File: config.mk
export PLATFORM = sky130hd
export DESIGN_NAME = bpd_front
export DESIGN_NICKNAME = d
export VERILOG_FILES = /design/src/hdl/bpd_pkg.sv /design/src/hdl/bpd_front.sv
export SDC_FILE = /design/constraint.sdc
export NUM_CORES = 1
export LEC_CHECK = 0
export BUFFER_PORTS_ARGS = -buffer_cell sky130_fd_sc_hd__clkbuf_2
export CAP_MARGIN = 20
export CORE_ASPECT_RATIO = 1.5
export CORE_MARGIN = 5
export CORE_UTILIZATION = 56
export DETAILED_ROUTE_END_ITERATION = 8
export PLACE_DENSITY = 0.8
export SYNTH_ARGS = -nofsm -noshare
export SYNTH_HDL_FRONTEND = slang
export SYNTH_SLANG_ARGS = --single-unit
File: constraint.sdc
create_clock -name aclk -period 4.5 [get_ports aclk]
set_input_delay 0.675 -clock aclk [delete_from_list [all_inputs] [get_ports aclk]]
set_output_delay 0.675 -clock aclk [all_outputs]
set_load 0.005 [all_outputs]
File: src/hdl/bpd_pkg.sv
// ----------------------------------------------------------------------------
// bpd_pkg
// Types and constants of the bitmap pixel array decoder.
// ----------------------------------------------------------------------------
`default_nettype none

package bpd_pkg;

    localparam int MAX_WIDTH     = 4096;
    localparam int MAX_HEIGHT    = 4096;
    localparam int PALETTE_DEPTH = 256;
    localparam int PAL_IDX_W     = $clog2(PALETTE_DEPTH);
    localparam int COLOR_W       = 24;
    localparam int POS_W         = 12;
    localparam int DIM_W         = 13;
    localparam int CFG_IDX_W     = 2;
    localparam int CFG_DATA_W    = 13;
    localparam int QUEUE_DEPTH   = 4;
    localparam int QPTR_W        = $clog2(QUEUE_DEPTH);
    localparam int QCNT_W        = $clog2(QUEUE_DEPTH + 1);

    localparam logic [DIM_W-1:0] WIDTH_LIMIT  = DIM_W'(MAX_WIDTH);
    localparam logic [DIM_W-1:0] HEIGHT_LIMIT = DIM_W'(MAX_HEIGHT);

    typedef enum logic [1:0] {
        KIND_PALETTE = 2'd0,
        KIND_PIXEL   = 2'd1,
        KIND_RESTART = 2'd2,
        KIND_NONE    = 2'd3
    } kind_t;

    typedef enum logic [1:0] {
        FMT_4BIT  = 2'd0,
        FMT_8BIT  = 2'd1,
        FMT_24BIT = 2'd2,
        FMT_NONE  = 2'd3
    } format_t;

    typedef enum logic [CFG_IDX_W-1:0] {
        CFG_FORMAT = 2'd0,
        CFG_WIDTH  = 2'd1,
        CFG_HEIGHT = 2'd2,
        CFG_SPARE  = 2'd3
    } cfg_reg_t;

    typedef struct packed {
        logic [1:0]  kind;
        logic [7:0]  palette_index;
        logic [23:0] palette_color;
        logic [7:0]  data_byte;
    } in_word_t;

    typedef struct packed {
        logic [7:0] red;
        logic [7:0] green;
        logic [7:0] blue;
        logic       row_end;
        logic       image_end;
        logic       burst_end;
    } out_word_t;

    // One queued job: a palette write or the pixels that one byte completes.
    typedef struct packed {
        logic                 op_write;
        logic                 two_pix;
        logic                 direct;
        logic [PAL_IDX_W-1:0] idx0;
        logic [PAL_IDX_W-1:0] idx1;
        logic [COLOR_W-1:0]   color;
        logic                 rend0;
        logic                 iend0;
        logic                 rend1;
        logic                 iend1;
    } job_t;

endpackage

`default_nettype wire

File: src/hdl/bpd_front.sv
// ----------------------------------------------------------------------------
// bpd_front
// Configuration registers, byte classification and frame position tracking.
// ----------------------------------------------------------------------------
`default_nettype none

module bpd_front import bpd_pkg::*; (
    input  wire logic                  aclk,
    input  wire logic                  aresetn,
    input  wire logic                  cfg_valid,
    output logic                       cfg_ready,
    input  wire logic [CFG_IDX_W-1:0]  cfg_index,
    input  wire logic [CFG_DATA_W-1:0] cfg_data,
    input  wire logic                  s_valid,
    output logic                       s_ready,
    input  wire in_word_t              s_data,
    input  wire logic                  q_full,
    output logic                       push_valid,
    output job_t                       push_job
);

    format_t            fmt_reg;
    logic [DIM_W-1:0]   width_reg;
    logic [DIM_W-1:0]   height_reg;

    logic [POS_W-1:0]   col_reg,     col_next;
    logic [POS_W-1:0]   row_reg,     row_next;
    logic [1:0]         phase_reg,   phase_next;
    logic [15:0]        partial_reg, partial_next;
    logic [1:0]         pad_reg,     pad_next;

    logic [DIM_W-1:0]   eff_w, eff_h, w_plus1;
    logic [DIM_W-1:0]   col1, col2, row1;
    logic [1:0]         row_bytes_lo, pad_calc;
    logic               rend0, iend0, rend1, iend1, row_last;
    logic               accept;

    assign cfg_ready = 1'b1;
    assign s_ready   = !q_full;
    assign accept    = s_valid && s_ready;

    always_ff @(posedge aclk) begin
        if (!aresetn) begin
            fmt_reg    <= FMT_24BIT;
            width_reg  <= DIM_W'(1);
            height_reg <= DIM_W'(1);
        end else if (cfg_valid && cfg_ready) begin
            unique case (cfg_reg_t'(cfg_index))
                CFG_FORMAT: fmt_reg    <= format_t'(cfg_data[1:0]);
                CFG_WIDTH:  width_reg  <= cfg_data;
                CFG_HEIGHT: height_reg <= cfg_data;
                default: ;
            endcase
        end
    end

    always_comb begin
        priority if (width_reg == '0)         eff_w = DIM_W'(1);
        else if (width_reg > WIDTH_LIMIT)     eff_w = WIDTH_LIMIT;
        else                                  eff_w = width_reg;
        priority if (height_reg == '0)        eff_h = DIM_W'(1);
        else if (height_reg > HEIGHT_LIMIT)   eff_h = HEIGHT_LIMIT;
        else                                  eff_h = height_reg;

        w_plus1 = eff_w + DIM_W'(1);
        unique case (fmt_reg)
            FMT_4BIT: row_bytes_lo = w_plus1[2:1];
            FMT_8BIT: row_bytes_lo = eff_w[1:0];
            default:  row_bytes_lo = 2'(eff_w[1:0] + {eff_w[0], 1'b0});
        endcase
        pad_calc = 2'(2'd0 - row_bytes_lo);

        col1     = {1'b0, col_reg} + DIM_W'(1);
        col2     = col1 + DIM_W'(1);
        row1     = {1'b0, row_reg} + DIM_W'(1);
        row_last = (row1 >= eff_h);
        rend0    = (col1 >= eff_w);
        iend0    = rend0 && row_last;
        rend1    = (col2 >= eff_w);
        iend1    = rend1 && row_last;
    end

    always_comb begin
        col_next     = col_reg;
        row_next     = row_reg;
        phase_next   = phase_reg;
        partial_next = partial_reg;
        pad_next     = pad_reg;
        push_valid   = 1'b0;

        push_job          = '0;
        push_job.idx0     = s_data.palette_index;
        push_job.color    = s_data.palette_color;
        push_job.rend0    = rend0;
        push_job.iend0    = iend0;
        push_job.rend1    = rend1;
        push_job.iend1    = iend1;

        if (accept) begin
            unique case (kind_t'(s_data.kind))
                KIND_PALETTE: begin
                    push_valid        = 1'b1;
                    push_job.op_write = 1'b1;
                end
                KIND_RESTART: begin
                    col_next     = '0;
                    row_next     = '0;
                    phase_next   = '0;
                    partial_next = '0;
                    pad_next     = '0;
                end
                KIND_PIXEL: begin
                    priority if (fmt_reg == FMT_NONE) begin
                    end else if (pad_reg != 2'd0) begin
                        pad_next = 2'(pad_reg - 2'd1);
                    end else if (fmt_reg == FMT_4BIT) begin
                        push_valid    = 1'b1;
                        push_job.idx0 = PAL_IDX_W'(s_data.data_byte[7:4]);
                        push_job.idx1 = PAL_IDX_W'(s_data.data_byte[3:0]);
                        if (rend0) begin
                            pad_next     = pad_calc;
                            col_next     = '0;
                            phase_next   = '0;
                            partial_next = '0;
                            row_next     = iend0 ? '0 : row1[POS_W-1:0];
                        end else begin
                            push_job.two_pix = 1'b1;
                            if (rend1) begin
                                pad_next     = pad_calc;
                                col_next     = '0;
                                phase_next   = '0;
                                partial_next = '0;
                                row_next     = iend1 ? '0 : row1[POS_W-1:0];
                            end else begin
                                col_next = col2[POS_W-1:0];
                            end
                        end
                    end else if (fmt_reg == FMT_8BIT || phase_reg == 2'd2) begin
                        push_valid      = 1'b1;
                        push_job.idx0   = PAL_IDX_W'(s_data.data_byte);
                        push_job.direct = (fmt_reg != FMT_8BIT);
                        push_job.color  = {s_data.data_byte, partial_reg};
                        phase_next      = (fmt_reg != FMT_8BIT) ? 2'd0 : phase_reg;
                        partial_next    = (fmt_reg != FMT_8BIT) ? '0 : partial_reg;
                        if (rend0) begin
                            pad_next     = pad_calc;
                            col_next     = '0;
                            phase_next   = '0;
                            partial_next = '0;
                            row_next     = iend0 ? '0 : row1[POS_W-1:0];
                        end else begin
                            col_next = col1[POS_W-1:0];
                        end
                    end else if (phase_reg == 2'd1) begin
                        partial_next = {s_data.data_byte, partial_reg[7:0]};
                        phase_next   = 2'd2;
                    end else begin
                        partial_next = {8'd0, s_data.data_byte};
                        phase_next   = 2'd1;
                    end
                end
                default: ;
            endcase
        end
    end

    always_ff @(posedge aclk) begin
        if (!aresetn) begin
            col_reg     <= '0;
            row_reg     <= '0;
            phase_reg   <= '0;
            partial_reg <= '0;
            pad_reg     <= '0;
        end else begin
            col_reg     <= col_next;
            row_reg     <= row_next;
            phase_reg   <= phase_next;
            partial_reg <= partial_next;
            pad_reg     <= pad_next;
        end
    end

endmodule

`default_nettype wire

==> summary.txt <==
Status
  – Status: finished, final reports clean

Synthesis
  – EDFF count, synth: 0
  – Synth Flop Type: dfxtp_1
  – Area contributors post-synth: dfxtp_1 26%, ha_1 10%, nand2_1 8.7%
  – Most common library cells after synthesis: 128 x nand2_1, 72 x dfxtp_1, 46 x ha_1, 43 x a21oi_1, 32 x nor2_1
  – Distinct cells, synth: 83
  – Synth Instances: 693
  – Ys async rst share: 0
  – Share of the synthesized area in the top cell type: 0.260
  – Synthesized flop and latch total: 72
  – Post-synth top area cell: dfxtp_1
  – Top-count cell post-synth: nand2_1
  – Syn Area/Cell: 8.01 sq um
  – Seq/Total Area, Yosys: 0.260
  – Synth Warn #: 0
  – Synthesized cell area: between 0.005 and 0.006 sq mm

Floorplan
  – Core Area: 0.00969 sq mm
  – Initial Utilization: 0.573
  – Die area: 0.0120 sq mm
  – IO Count: 112
  – Std cell rows: 44
  – Die X: slightly above 90 um
  – Chip height: 132 um

Timing
  – Worst Hold Margin: 0.459 ns
  – Final Cycle Share: 0.962
  – # setup viols final: 0
  – Tmin final: 4.33 ns
  – Worst slew margin: 0.388
  – Setup tns final: 0 ns
  – Max Fclk: 0.231 GHz
  – Final hold vios: 0
  – Max Slew Vio Count: 0
  – Slew @ Worst Pin: just over 0.9 ns
  – RSZ-0062 raised after global routing: no
  – Worst Skew: 0.00994 ns

Worst setup path
  – Startpoint Class: flop
  – Worst r2r dst: row_reg[2]
  – Crit path capture: push_job[1]
  – Critical Path AT: ~3.7 ns
  – Crit path kind: flop to output port
  – Worst-path fanout max: 9
  – Endpoint class of the critical path: output port
  – Crit path from: col_reg[1]
  – R2R setup slack: 0.30 ns
  – Reg2reg start: col_reg[1]
  – Req. time, crit path: between 3 and 4 ns
  – R2r worst-path depth: 14

GRT
  – Initial antenna violation count: 0
  – First-pass GRT wire length: 25,900 um
  – Largest net degree at the start of global routing: 45
  – Congestion Overflow GR: 0
  – Number of global-route vias before repair: 5,332
  – Overall Global Routing Usage: 0.259

Route
  – Routed vias: 5,550
  – Detailed Route Iter0 Violations: 266
  – Vias/cell: between 6 and 7
  – Drt pass-1 iters: 5
  – Post-route ant nets: 0
  – Wire per inst: 17.7 um
  – Total wire length: 16,000 um
  – DRC: 0

Clock network
  – Worst-path clk slew: 0.05 ns
  – CTS Buf Count: 9
  – # clock sinks: 72
  – Clock Latency Late Sink: ~0.34 ns
  – CTS root buf: clkbuf_16
  – CTS Hold Bufs: 0
  – Max clock buf depth: 2
  – CTS tree: done
  – H-tree depth: 3
  – Setup Buffers After CTS: 0

Power and ir drop
  – Leakage: 2.72 nW
  – Pwr/cell area: around 270 mW/mm^2
  – Worst ir drop on vdd: approximately 0.00021 V

Placement
  – Dpl hpwl: 12,300 um
  – Final Wtd Congestion: 0.915
  – I/O Buffers: around 110

Cells and area
  – Antenna fix cells: 0
  – Synthesis-to-finish area growth: 15.8%
  – Number of flip-flops in the largest register: 16
  – Final Util: 0.663
  – Final #Nets: roughly 890
  – Filler instances: 835
  – Layout cells sized above 1: 0.231

Run
  – Max-cap viol count: 0

Hold path
  – Min-delay worst type: flop to flop
==> critical path: stages, from the launching register on <==
cell and delay [ns]:
dfxtp_1 0.32, buf_4 0.17, ha_1 0.39, nor4b_4 0.35, o311ai_2 0.20, a2111o_1 0.49
xnor2_1 0.15, ha_1 0.30, o21a_1 0.19, a21oi_1 0.22, o221a_2 0.27, inv_2 0.10
clkbuf_2 0.13
==> metrics by stage <==
step	total power, W	worst slack (ns)	cells	area, sq um
finish	0.00170	0.172	904	6420
global route	0.00177	0.0129	904	6420
CTS	0.00171	0.0345	904	6400
detailed placement	0.000982	0.214	888	6100
global placement	0.000972	0.349	888	6100
floorplan	0.000879	0.764	696	5560
==> layer usage <==
layer  track usage  up-vias  part of all wire
met1         0.282     2599              0.38
li1              -     2684                 -
met5             0        -                 0
met3        0.0520       51             0.055
met4         0.131        0             0.045
met2         0.466      216              0.52
==> kinds of logic after synthesis <==
group,share of synthesized area
DFF,0.260
buffers and inverters,0.0665
xor gates and xnor gates,0.0562
and+or+nand+nor,0.255
adders and majority gates,0.104
muxes,0.0604
other,0.00135
AOI/OAI and AO/OA,0.197
==> timing repair <==
action / 4_1_cts / 5_1_grt
cloned: 0 / 0
setup endpoints to repair: 2 / 18
gates resized for setup: 2 / 4
==> layout make-up <==
| type | instances | area, sq um | share of cell area |
|---|---|---|---|
| sequential | 72 | 1440 | 0.225 |
| clock inverter | 2 | 37.5 | 0.00584 |
| clock buffer | 14 | 264 | 0.0411 |
| tap | 115 | 144 | 0.0224 |
| inverter | 29 | 109 | 0.0169 |
| multi-input combinational | 550 | 3780 | 0.588 |
| timing repair buffer | 122 | 651 | 0.101 |
==> report_power, final <==
part	total, W	internal [W]	switching [W]
Combinational	0.000311	0.000125	0.000186
Clock	0.000727	0.000460	0.000267
Sequential	0.000665	0.000651	0.0000144
==> worst min path at each step <==
stage,from,slack [ns],cells past startpoint,endpoint
after floorplan,partial_reg[10],0.43,2,partial_reg[10]
after global placement,partial_reg[13],0.45,2,partial_reg[13]
after detailed placement,partial_reg[10],0.45,2,partial_reg[10]
after CTS,partial_reg[10],0.46,2,partial_reg[10]
after global routing,partial_reg[14],0.48,2,partial_reg[14]
final,partial_reg[11],0.46,2,partial_reg[11]
==> cells in the final DEF (no fill, tap or decap), types with 11 or more instances in the layout <==
cell	synthesis	routed
and3_1	12	12
dfxtp_1	72	71
buf_4	16	16
o21ai_0	31	31
a22o_1	13	13
nand3_1	30	30
nor2_1	32	31
ha_1	46	45
mux2i_1	11	11
a22oi_1	15	15
clkbuf_2	0	106
inv_1	27	27
xnor2_1	19	19
a21oi_1	43	43
nand2_1	128	128
mux2_2	20	20
Note: power is estimated with default switching activity, not from simulation.
