==> src/hdl/bpd_pkg.sv <==
// ----------------------------------------------------------------------------
// bpd_pkg
// Types and constants of the bitmap pixel array decoder.
// ----------------------------------------------------------------------------
`default_nettype none

package bpd_pkg;

    localparam int MAX_WIDTH     = 4096;
    localparam int MAX_HEIGHT    = 4096;
    localparam int PALETTE_DEPTH = 256;
    localparam int PAL_IDX_W     = $clog2(PALETTE_DEPTH);
    localparam int COLOR_W       = 24;
    localparam int POS_W         = 12;
    localparam int DIM_W         = 13;
    localparam int CFG_IDX_W     = 2;
    localparam int CFG_DATA_W    = 13;
    localparam int QUEUE_DEPTH   = 4;
    localparam int QPTR_W        = $clog2(QUEUE_DEPTH);
    localparam int QCNT_W        = $clog2(QUEUE_DEPTH + 1);

    localparam logic [DIM_W-1:0] WIDTH_LIMIT  = DIM_W'(MAX_WIDTH);
    localparam logic [DIM_W-1:0] HEIGHT_LIMIT = DIM_W'(MAX_HEIGHT);

    typedef enum logic [1:0] {
        KIND_PALETTE = 2'd0,
        KIND_PIXEL   = 2'd1,
        KIND_RESTART = 2'd2,
        KIND_NONE    = 2'd3
    } kind_t;

    typedef enum logic [1:0] {
        FMT_4BIT  = 2'd0,
        FMT_8BIT  = 2'd1,
        FMT_24BIT = 2'd2,
        FMT_NONE  = 2'd3
    } format_t;

    typedef enum logic [CFG_IDX_W-1:0] {
        CFG_FORMAT = 2'd0,
        CFG_WIDTH  = 2'd1,
        CFG_HEIGHT = 2'd2,
        CFG_SPARE  = 2'd3
    } cfg_reg_t;

    typedef struct packed {
        logic [1:0]  kind;
        logic [7:0]  palette_index;
        logic [23:0] palette_color;
        logic [7:0]  data_byte;
    } in_word_t;

    typedef struct packed {
        logic [7:0] red;
        logic [7:0] green;
        logic [7:0] blue;
        logic       row_end;
        logic       image_end;
        logic       burst_end;
    } out_word_t;

    // One queued job: a palette write or the pixels that one byte completes.
    typedef struct packed {
        logic                 op_write;
        logic                 two_pix;
        logic                 direct;
        logic [PAL_IDX_W-1:0] idx0;
        logic [PAL_IDX_W-1:0] idx1;
        logic [COLOR_W-1:0]   color;
        logic                 rend0;
        logic                 iend0;
        logic                 rend1;
        logic                 iend1;
    } job_t;

endpackage

`default_nettype wire

==> src/hdl/bpd_queue.sv <==
// ----------------------------------------------------------------------------
// bpd_queue
// Short job queue between the classifier and the palette lookup.
// ----------------------------------------------------------------------------
`default_nettype none

module bpd_queue import bpd_pkg::*; (
    input  wire logic aclk,
    input  wire logic aresetn,
    input  wire logic push_valid,
    input  wire job_t push_job,
    output logic      q_full,
    output logic      head_valid,
    output job_t      head_job,
    input  wire logic pop
);

    job_t              slot_reg [QUEUE_DEPTH];
    logic [QPTR_W-1:0] wr_ptr_reg, wr_ptr_next;
    logic [QPTR_W-1:0] rd_ptr_reg, rd_ptr_next;
    logic [QCNT_W-1:0] count_reg,  count_next;
    logic              do_push, do_pop;

    assign q_full     = (count_reg == QCNT_W'(QUEUE_DEPTH));
    assign head_valid = (count_reg != '0);
    assign head_job   = slot_reg[rd_ptr_reg];
    assign do_push    = push_valid && !q_full;
    assign do_pop     = pop && head_valid;

    always_comb begin
        wr_ptr_next = do_push ? QPTR_W'(wr_ptr_reg + 1'b1) : wr_ptr_reg;
        rd_ptr_next = do_pop  ? QPTR_W'(rd_ptr_reg + 1'b1) : rd_ptr_reg;
        count_next  = count_reg;
        if (do_push && !do_pop) begin
            count_next = QCNT_W'(count_reg + 1'b1);
        end else if (do_pop && !do_push) begin
            count_next = QCNT_W'(count_reg - 1'b1);
        end
    end

    always_ff @(posedge aclk) begin
        if (do_push) begin
            slot_reg[wr_ptr_reg] <= push_job;
        end
    end

    always_ff @(posedge aclk) begin
        if (!aresetn) begin
            wr_ptr_reg <= '0;
            rd_ptr_reg <= '0;
            count_reg  <= '0;
        end else begin
            wr_ptr_reg <= wr_ptr_next;
            rd_ptr_reg <= rd_ptr_next;
            count_reg  <= count_next;
        end
    end

endmodule

`default_nettype wire

==> config.mk <==
export PLATFORM = sky130hd
export DESIGN_NAME = bpd_queue
export DESIGN_NICKNAME = d
export VERILOG_FILES = /design/src/hdl/bpd_pkg.sv /design/src/hdl/bpd_queue.sv
export SDC_FILE = /design/constraint.sdc
export NUM_CORES = 1
export LEC_CHECK = 0
export ABC_CLOCK_PERIOD_IN_PS = 2600
export BUFFER_PORTS_ARGS = -buffer_cell sky130_fd_sc_hd__buf_2
export CORE_ASPECT_RATIO = 0.5
export CORE_UTILIZATION = 43
export CTS_CLUSTER_DIAMETER = 40
export DETAILED_ROUTE_END_ITERATION = 7
export REMOVE_ABC_BUFFERS = 1
export SYNTH_ARGS = -nofsm -noshare
export SYNTH_HDL_FRONTEND = slang
export SYNTH_SLANG_ARGS = --single-unit
export TNS_END_PERCENT = 50
==> constraint.sdc <==
create_clock -name aclk -period 2.6 [get_ports aclk]
set_input_delay 0.13 -clock aclk [delete_from_list [all_inputs] [get_ports aclk]]
set_output_delay 0.13 -clock aclk [all_outputs]
set_load 0.005 [all_outputs]
==> results of run 1 <==
[repair_timing]
action / 4_1_cts / 5_1_grt
hold buffers: 47 / 0
gates resized for setup: 0 / 0
hold endpoints to repair: 188 / 0
[per-stage QoR]
stage / setup TNS, ns / instance area (um2) / utilization, % / hold WS, ns / setup WS [ns]
finish: 0 / 9170 / 55.7 / 0.0302 / 0.448
global route: 0 / 9170 / 55.7 / 0.0518 / 0.281
CTS: 0 / 9170 / 55.7 / 0.0291 / 0.409
detailed placement: 0 / 8090 / 49.1 / 0.348 / 0.468
global placement: 0 / 8090 / 49.1 / 0.338 / 0.626
floorplan: -11.08 / 7180 / - / 0.229 / -0.236
[final timing paths]
| kind | endpoint | cells after the start | from |
|---|---|---|---|
| setup reg to reg | count_reg[2] | 8 | count_reg[0] |
| hold / removal | wr_ptr_reg[0] | 3 | aresetn |
| hold reg to reg | wr_ptr_reg[0] | 2 | wr_ptr_reg[0] |
| setup / recovery | count_reg[2] | 8 | count_reg[0] |
[layer usage]
layer	global-route usage [%]	part of all wire (%)
met4	6.15	1.2
met1	19.9	44
met3	3.37	3.9
met2	26.2	51
met5	0	0
[power by group]
group / switching [W] / total (W) / internal [W]
sequential: 0.000197 / 0.00405 / 0.00386
combinational: 0.000787 / 0.00181 / 0.00102
clock: 0.00122 / 0.00260 / 0.00138
[synth_stat cells]
| library cell | count |
|---|---|
| and2_1 | 8 |
| a21boi_0 | 1 |
| o311ai_1 | 1 |
| buf_4 | 1 |
| fa_1 | 1 |
| o21ai_0 | 1 |
| dfxtp_1 | 9 |
| or3_1 | 2 |
| xor2_1 | 1 |
| clkbuf_1 | 2 |
| buf_6 | 1 |
| ha_1 | 5 |
| buf_12 | 3 |
| buf_2 | 5 |
| mux2i_1 | 3 |
| nor2b_1 | 2 |
| nand2_1 | 4 |
| inv_1 | 3 |
| nor3b_2 | 1 |
| xnor2_1 | 3 |
| edfxtp_1 | 188 |
| o31ai_2 | 1 |
| mux4_2 | 47 |
[cells by family (layout without fill, tap and decap cells)]
| logic type | count (synthesis) | in the layout | share of synthesized area [%] |
|---|---|---|---|
| xor gates and xnor gates | 4 | 4 | 0.481 |
| buffers and inverters | 15 | 194 | 1.68 |
| DFF | 197 | 197 | 79.9 |
| adders and majority gates | 6 | 6 | 1.13 |
| AOI/OAI and AO/OA | 4 | 4 | 0.463 |
| muxes | 50 | 50 | 14.9 |
| and+or+nand+nor | 17 | 17 | 1.41 |
[cell type report]
cell class | instances | area share [%]
clock buffer | 17 | 4.64
multi-input combinational | 81 | 14.7
inverter | 3 | 0.123
tap | 227 | 3.10
timing repair buffer | 159 | 11.9
sequential | 197 | 63.6
clock inverter | 15 | 1.98
[critical path: stages (launching register included)]
cell      delay [ns]
dfxtp_1         0.50
nor3b_2         0.09
nor2b_1         0.22
ha_1            0.23
inv_1           0.06
fa_1            0.37
xor2_1          0.16
or3_1           0.30
a21boi_0        0.16
==> reports/results.tsv, run 1 <==
metric	value	unit
dp_cells	620	
multi_input_area	0.00135	mm2
yosysWarnings	0	
worstMarginPinSlew	0.541	ns
start_util	44.3	%
vias_per_cell	4.92	
htree_levels	4	
fp.dieH	94.1	um
final.min_clock_period	2.15	ns
max-cap-violations	0	
setup_violations	0	
yosysTopAreaCellShare	77.4	%
cellPowerDensity	923	mW/mm2
largest_register_ffs	188	
grt_pass1_vias	3759	
netlist_area	0.00729	mm2
clkTransAtPathRegs	0.07	ns
ir_drop	0.000580	V
synthToLayoutAreaGrowth	25.8	%
grt_max_degree	31	
wl_per_cell	18.0	um
final_layout_size_suffix_gt1_share	42.2	%
drc	0	
fin_total_pwr	0.00846	W
hold_path.class	in -> reg	
p_leak	3.14	nW
ios	100	
min_period_over_period	82.8	%
drt_iter0_drc	175	
grt_pass1_wl	19500	um
grt_util_all_layers	15.6	%
max_slew_margin	63.9	%
vias	3438	
overflow	0	
die_w	186	um
drt.antenna.violating_nets	0	
final_cells	699	
dr.pass1.iters	4	
max_freq	0.465	GHz
die_area	0.0175	mm2
finalHoldViolCount	0	
required	2.96	ns
diodes	0	
fp-row-count	33	
root_buffer	clkbuf_16	
port_buffers	99	
synth.avg_cell_area	24.9	um2
criticalPathCategory	reg -> reg	
cts_setup_buffers	0	
core_region_area	0.0165	mm2
ys_ff_latch	197	
layout.area.seq	0.00583	mm2
nets	516	
antenna_found_initial	0	
cts_buffer_depth	2	
yosysTopAreaCell	edfxtp_1	
netlist_top_cells_area	edfxtp_1, mux4_2, dfxtp_1, ha_1, buf_12	
clock_sinks	197	
postSynthCellCount	293	
rrSetupSlack	0.45	ns
globalplace.congestion	0.682	
mostFrequentLayoutCell	edfxtp_1	
critPathLaunchType	flip-flop	
synth.yosys.seq_area_share	79.9	%
end_kind	flip-flop	
numCtsBuffers	17	
wl	12600	um
cts_tree	built	
drv_slew	0	
nFillCells	1240	
fin_skew	0.0194	ns
rsz0062_at_grt	false	
clk_latency	0.43	ns
layout_common_cells	edfxtp_1, buf_2, mux4_2, dlygate4sd3_1, clkbuf_16	
dp_hpwl	8090	um
worstPathMaxFanout	6	
cp.arrival	2.51	ns
synth.distinct_cells	23	
status	finished clean	
Power figures use the tool's default switching activity.
==> run 2: changes to the inputs <==
--- a/config.mk
+++ b/config.mk
@@ -5,7 +5,7 @@
 export SDC_FILE = /design/constraint.sdc
 export NUM_CORES = 1
 export LEC_CHECK = 0
-export ABC_CLOCK_PERIOD_IN_PS = 2600
+export ABC_CLOCK_PERIOD_IN_PS = 2000
 export BUFFER_PORTS_ARGS = -buffer_cell sky130_fd_sc_hd__buf_2
 export CORE_ASPECT_RATIO = 0.5
 export CORE_UTILIZATION = 43
==> constraint.sdc (replaced) <==
create_clock -name aclk -period 2 [get_ports aclk]
set_input_delay 0.1 -clock aclk [delete_from_list [all_inputs] [get_ports aclk]]
set_output_delay 0.1 -clock aclk [all_outputs]
set_load 0.005 [all_outputs]
==> reports/results.tsv, run 2 (synthesis results as in run 1) <==
metric	value	unit
globalplace.congestion	0.729	
required	2.35	ns
nets	524	
finalHoldViolCount	0	
start_util	44.3	%
final_layout_size_suffix_gt1_share	44.2	%
clk_latency	0.42	ns
max_slew_margin	80.7	%
wl	12800	um
setup_violations	1	
min_period_over_period	101	%
nFillCells	1228	
drt_iter0_drc	263	
pwr-share-clk	31.1	%
fin_skew	0.00913	ns
violations	setup timing	
max_freq	0.496	GHz
clock_sinks	197	
p_comb_share	23.3	%
worstPathMaxFanout	6	
layout_common_cells	edfxtp_1, buf_2, dlygate4sd3_1, mux4_2, clkbuf_16	
whs	0.155	ns
dp_hpwl	7940	um
cp.arrival	2.37	ns
clkTransAtPathRegs	0.07	ns
criticalPathCategory	reg -> reg	
ios	100	
wl_per_cell	18.1	um
die_w	186	um
layout.area.seq	0.00584	mm2
status	finished, violations left	
p_seq_share	45.6	%
dpl-instance-area	0.00821	mm2
finalInstanceArea	0.00938	mm2
drc	0	
grt_pass1_wl	19800	um
grt_util_all_layers	15.8	%
cts_tree	built	
core_region_area	0.0165	mm2
fin_setup_tns	-0.0172	ns
critPathLaunchType	flip-flop	
multi_input_area	0.00137	mm2
cellPowerDensity	1210	mW/mm2
layout_setup_ws	-0.0172	ns
hold_path.class	in -> reg	
largest_register_ffs	188	
numCtsBuffers	17	
final_cells	707	
synthToLayoutAreaGrowth	28.6	%
grt_pass1_vias	3729	
vias	3490	
grt_max_degree	48	
drv_slew	0	
final.min_clock_period	2.02	ns
vias_per_cell	4.94	
dp_cells	622	
drt.antenna.violating_nets	0	
mostFrequentLayoutCell	edfxtp_1	
p_leak	3.21	nW
die_area	0.0175	mm2
switching_share	25.0	%
htree_levels	4	
overflow	0	
power_switching	0.00283	W
rsz0062_at_grt	true	
worstMarginPinSlew	0.285	ns
port_buffers	99	
ir_drop	0.000630	V
final_util	56.9	%
fp-row-count	33	
dr.pass1.iters	4	
antenna_found_initial	0	
diodes	0	
root_buffer	clkbuf_16	
cts_buffer_depth	2	
end_kind	flip-flop	
fp.dieH	94.1	um
max-cap-violations	0	
cell_internal_pwr	0.00849	W
[run 2: cell types whose count changed in the layout (fill, tap and decap cells not counted), sizes merged]
| cell | change |
|---|---|
| bufinv | +2 |
| clkinvlp | +2 |
| inv | -4 |
| dlygate4sd3 | +1 |
| buf | +7 |
[run 2: worst max-delay path, stage by stage, from the launching register on]
cell,delay (ns)
dfxtp_4,0.37
nor3b_2,0.17
nor2b_2,0.14
ha_2,0.20
inv_1,0.06
fa_2,0.33
xor2_1,0.17
or3_1,0.35
a21boi_2,0.16
[run 2: area by class of cell]
cell class / count / area share (%)
clock buffer: 17 / 4.54
timing repair buffer: 167 / 13.4
inverter: 3 / 0.120
clock inverter: 15 / 2.11
tap: 227 / 3.03
multi-input combinational: 81 / 14.6
sequential: 197 / 62.2
[run 2: metrics by stage]
stage | worst slack, ns | total power, W
after floorplan | -0.806 | 0.00669
after global placement | 0.0747 | 0.00770
after detailed placement | -0.104 | 0.00781
after CTS | 0.0171 | 0.0114
after global routing | -0.0632 | 0.0118
final | -0.0172 | 0.0113
[run 2: power groups by stage]
stage | logic (W) | registers [W] | clock network (W)
3_5_place_dp | 0.00256 | 0.00525 | 0
6_report | 0.00263 | 0.00516 | 0.00352
3_3_place_gp | 0.00250 | 0.00520 | 0
5_1_grt | 0.00288 | 0.00520 | 0.00375
2_1_floorplan | 0.00126 | 0.00544 | 0
4_1_cts | 0.00268 | 0.00516 | 0.00358
[run 2: final timing paths]
check	slack (ns)	start	to	depth (start not counted)
setup / recovery	-0.02	count_reg[2]	count_reg[2]	8
setup reg to reg	-0.02	count_reg[2]	count_reg[2]	8
hold / removal	0.15	pop	flip-flop	4
hold reg to reg	0.50	wr_ptr_reg[1]	wr_ptr_reg[1]	2
[run 2: per-layer routing]
metal | vias to the layer above | wire length, um | global-route usage (%)
met5 | - | 0 | 0
met4 | 0 | 134 | 4.51
met3 | 11 | 512 | 4.34
met2 | 64 | 6640 | 26.6
met1 | 1833 | 5540 | 20.1
li1 | 1582 | - | -
[run 2: what timing repair did]
item,CTS,global route
pin swaps,1,2
endpoints found under the hold margin,191,0
buffers inserted,4,1
endpoints found under the setup margin,1,22
resized for setup,6,4
hold buffers,48,0
